<file path="config.mk">
export PLATFORM = sky130hd
export DESIGN_NAME = edp_ctrl
export DESIGN_NICKNAME = d
export VERILOG_FILES = /design/src/hdl/edp_pkg.sv /design/src/hdl/edp_ctrl.sv
export SDC_FILE = /design/constraint.sdc
export NUM_CORES = 1
export LEC_CHECK = 0
export ABC_AREA = 1
export BUFFER_PORTS_ARGS = -buffer_cell sky130_fd_sc_hd__buf_2
export CAP_MARGIN = 20
export CELL_PAD_IN_SITES_DETAIL_PLACEMENT = 0
export CELL_PAD_IN_SITES_GLOBAL_PLACEMENT = 1
export CORE_AREA = 2 2 39 41
export DETAILED_ROUTE_END_ITERATION = 8
export DIE_AREA = 0 0 41 43
export GPL_TIMING_DRIVEN = 1
export PLACE_DENSITY = 0.6
export SYNTH_ARGS = -nofsm -noshare
export SYNTH_HDL_FRONTEND = slang
export SYNTH_SLANG_ARGS = --single-unit
</file>
<file path="constraint.sdc">
create_clock -name clock -period 1.1 [get_ports clock]
set_input_delay 0.11 -clock clock [delete_from_list [all_inputs] [get_ports clock]]
set_output_delay 0.11 -clock clock [all_outputs]
set_load 0.01 [all_outputs]
</file>
<file path="src/hdl/edp_pkg.sv">
package edp_pkg;

   localparam int CMD_W       = 3;
   localparam int PORT_W      = 10;
   localparam int IRQ_W       = 8;
   localparam int MAP_W       = IRQ_W + 1;
   localparam int REQ_TDATA_W = 24;
   localparam int RSP_TDATA_W = 24;

   typedef enum logic [CMD_W-1:0] {
      CMD_RAISE  = 3'd0,
      CMD_MASK   = 3'd1,
      CMD_UNMASK = 3'd2,
      CMD_CLEAR  = 3'd3,
      CMD_BIND   = 3'd4,
      CMD_UNBIND = 3'd5,
      CMD_NEXT   = 3'd6
   } cmd_type;

   typedef enum logic [2:0] {
      ST_CLEAR,
      ST_IDLE,
      ST_EXEC,
      ST_SCAN,
      ST_MAP,
      ST_RESULT
   } state_type;

   typedef enum logic [1:0] {
      PH_WORD,
      PH_BIT,
      PH_POST
   } phase_type;

   typedef struct packed {
      logic clear_wr;
      logic accept;
      logic exec;
      logic scan_step;
      logic map_rd;
      logic load_out;
   } ctrl_cmd_type;

   typedef struct packed {
      logic clear_done;
      logic is_next;
      logic scan_done;
   } dp_stat_type;

   typedef struct packed {
      logic              found;
      logic [PORT_W-1:0] out_port;
      logic [IRQ_W-1:0]  out_irq;
      logic              is_bound;
      logic              upcall;
   } result_type;

endpackage

</file>
<file path="src/hdl/edp_ctrl.sv">
module edp_ctrl (
   input  logic                  clock,
   input  logic                  reset,
   input  logic                  req_valid,
   input  logic                  out_free,
   input  edp_pkg::dp_stat_type  stat,
   output logic                  req_ready,
   output edp_pkg::ctrl_cmd_type cmd
);
   import edp_pkg::*;

   state_type state_ff, state_in;

   always_ff @(posedge clock) begin
      if (reset) begin
         state_ff <= ST_CLEAR;
      end else begin
         state_ff <= state_in;
      end
   end

   always_comb begin
      state_in = state_ff;
      case (state_ff)
         ST_CLEAR: begin
            if (stat.clear_done) state_in = ST_IDLE;
         end
         ST_IDLE: begin
            if (req_valid) state_in = ST_EXEC;
         end
         ST_EXEC: begin
            state_in = stat.is_next ? ST_SCAN : ST_MAP;
         end
         ST_SCAN: begin
            if (stat.scan_done) state_in = ST_MAP;
         end
         ST_MAP: begin
            state_in = ST_RESULT;
         end
         ST_RESULT: begin
            if (out_free) state_in = ST_IDLE;
         end
         default: begin
            state_in = ST_IDLE;
         end
      endcase
   end

   always_comb begin
      cmd       = '0;
      req_ready = 1'b0;
      case (state_ff)
         ST_CLEAR: begin
            cmd.clear_wr = 1'b1;
         end
         ST_IDLE: begin
            req_ready  = 1'b1;
            cmd.accept = req_valid;
         end
         ST_EXEC: begin
            cmd.exec = 1'b1;
         end
         ST_SCAN: begin
            cmd.scan_step = 1'b1;
         end
         ST_MAP: begin
            cmd.map_rd = 1'b1;
         end
         ST_RESULT: begin
            cmd.load_out = out_free;
         end
         default: begin
            cmd = '0;
         end
      endcase
   end

endmodule

</file>
==> reports/results.txt <==
outcome: finished, violations left
failing checks: setup timing
post-synth top area cell: dfxtp_1
max FFs per register: 3
initial core utilization: 19.9%
Max Fclk: 0.846 GHz
Clock Path Buffers: 2
dominant cell by count in the synthesized netlist: nand2_1
global-route wire length before repair: 1.26 mm
Tot GR Track Use: 10.9%
Seq cells post-synth: 3
diodes inserted: 0
Die Area: 1760 µm²
Pwr Total: 1600 µW
CTS sink count: 3
terminus of the critical flop-to-flop path: state_ff[2]
RSZ-0062 raised after global routing: yes
Final setup viols: 7
Mapped Cells: 50
vias in the first global route: 330
H-tree depth: 1
setup TNS: -0.251 ns
top-area cell type share of the netlist area: 21.8%
Max IR drop VDD: 1.22 mV
startpoint type of the worst setup path: flip-flop
worst-margin pin slew: 0.171 ns
Final Cycle Share: 108%
core outline area: 1380 µm²
minimum clock period: 1.18 ns
total vias in the final route: 373
first drt pass iteration count: 2
list of most frequent post-synthesis cells: 13 x nand2_1, 12 x inv_1, 7 x nor2_1
CTS Buf Count: 3
top cells by area, synth: dfxtp_1 22%, nand2_1 18%, inv_1 16%
GR Overflow Total: 0
Yosys warning count: 0
I/O Pins: 14
num rows: 14
Post-synth EDFFs: 0
hpwl dp: 602 µm
port bufs: 13
share of cells above drive strength 1: 62.3%
Setup CP Type: reg -> out
final wirelength: 792 µm
routed length per instance: 8.52 µm
nets@finish: 85
CTS tree: done
Slew Limit Fails: 0
maximum fanout along the worst path: 6
Largest regs: state_ff: 3 flops
hold_buf cts: 0
worst-case reg-to-reg path depth: 7
CP startpoint: state_ff[1]
register area share after synthesis: 21.8%
nature of the critical path endpoint: output port
fillers: 173
DRC viols: 0
Fin. Hold Viols: 0
Worst Setup Slack, final: -0.0827 ns
r2r setup slk: -0.02 ns
asr flop ratio synth: 0%
Hold EP: state_ff[2]
slew margin rel.: 88.5%
final core utilization: 39.2%
CP required: 0.99 ns
max-cap check violation count: 0
largest net degree at the start of global routing: 7
Worst-Skew Late Latency: 0.23 ns
Chip Height: 43 µm
DRT iter0 DRCs: 4
Biggest register: state_ff
Hold Crit Start: reset
Power Density: 2950 nW/µm²
Lkg Pwr: 0.000310 µW
Cells on Worst Hold Path: 4
die width: 41 µm
root buf cell: clkbuf_4
detailed-route vias per instance: 4.01
Netlist cell types: 14
clock skew: 0.000807 ns
Most used DFF post-synth: dfxtp_1
Placer Congestion: 0.711
syn_nets: 57
Worst EP arrival: 1.07 ns
Clk pin slew, worst setup/hold paths: 0.04 ns
Avg Inst Size Synth: 5.51 µm²
initial antenna violation count: 0
worst r2r src: state_ff[0]
Layout area overhead: 97.3%
Hold WC Path Type: in -> reg
Netlist Area Pre-Place: 275 µm²
Final ANT Viol Nets: 0
## cell families (layout without fill, tap and decap cells)
family / count (synthesis) / after routing / share of synthesized area, %
DFF: 3 / 3 / 21.8
and+or+nand+nor: 31 / 31 / 55.5
AOI/OAI and AO/OA: 2 / 2 / 3.64
buffers and inverters: 14 / 41 / 19.1
## timing repair
item                       4_1_cts  5_1_grt
setup endpoints to repair       10       10
resized for setup               15       12
pin swaps                        4        9
buffers inserted                 4        0
## cell type report
cell class / count / area, µm² / share of cell area (%)
multi-input cells: 33 / 209 / 38.5
well taps: 16 / 20.0 / 3.69
clock buffers: 4 / 26.3 / 4.84
repair buffers: 23 / 159 / 29.3
inverters: 14 / 57.6 / 10.6
flip-flops and latches: 3 / 71.3 / 13.1
## worst max path at each step
stage               slack, ns           to  cells after the start
floorplan             -0.0003  state_ff[1]                      8
detailed placement      -0.06  state_ff[2]                      7
CTS                     -0.09       cmd[0]                      4
global placement        -0.08  state_ff[1]                      6
finish                  -0.08       cmd[3]                      4
global route            -0.14       cmd[4]                      5
## metrics by stage
step	instances	setup WS (ns)	hold WS, ns	cell area [µm²]
after floorplan	50	-0.000271	0.277	275
after global placement	86	-0.0773	0.396	413
after detailed placement	86	-0.0614	0.395	413
after CTS	93	-0.0879	0.135	500
after global routing	93	-0.138	0.157	543
final	93	-0.0827	0.137	543
## critical path, stage by stage (launching register included)
cell and delay [ns]:
dfxtp_4 0.40, inv_2 0.06, nor3_4 0.14, buf_4 0.13, buf_4 0.11
## layer usage
layer	part of all wire [%]	global-route usage, %	routed length [µm]
met3	4.5	1.57	36
met4	2.8	10.0	22
met5	0	0	0
met1	44	11.8	349
met2	48	16.9	383
## cell usage in the layout, fill, tap and decap left out
master,n
clkbuf_4,3
inv_1,9
nand2_1,10
a21oi_1,1
clkbuf_1,1
nor2_4,4
nand3_2,1
dfxtp_4,3
nand3_1,3
nand4_1,1
a21oi_2,1
nor3_4,1
nor4_2,1
nor2_1,4
nor2_2,2
buf_4,10
buf_6,3
nand2_2,4
inv_2,3
buf_2,10
inv_4,2
## report_power, final
group | switching [µW] | leakage (µW) | internal, µW
clock network | 56.1 | 0.0000150 | 136
logic | 557 | 0.000268 | 533
registers | 128 | 0.0000267 | 194
total | 741 | 0.000310 | 863
Power figures use the tool's default switching activity.
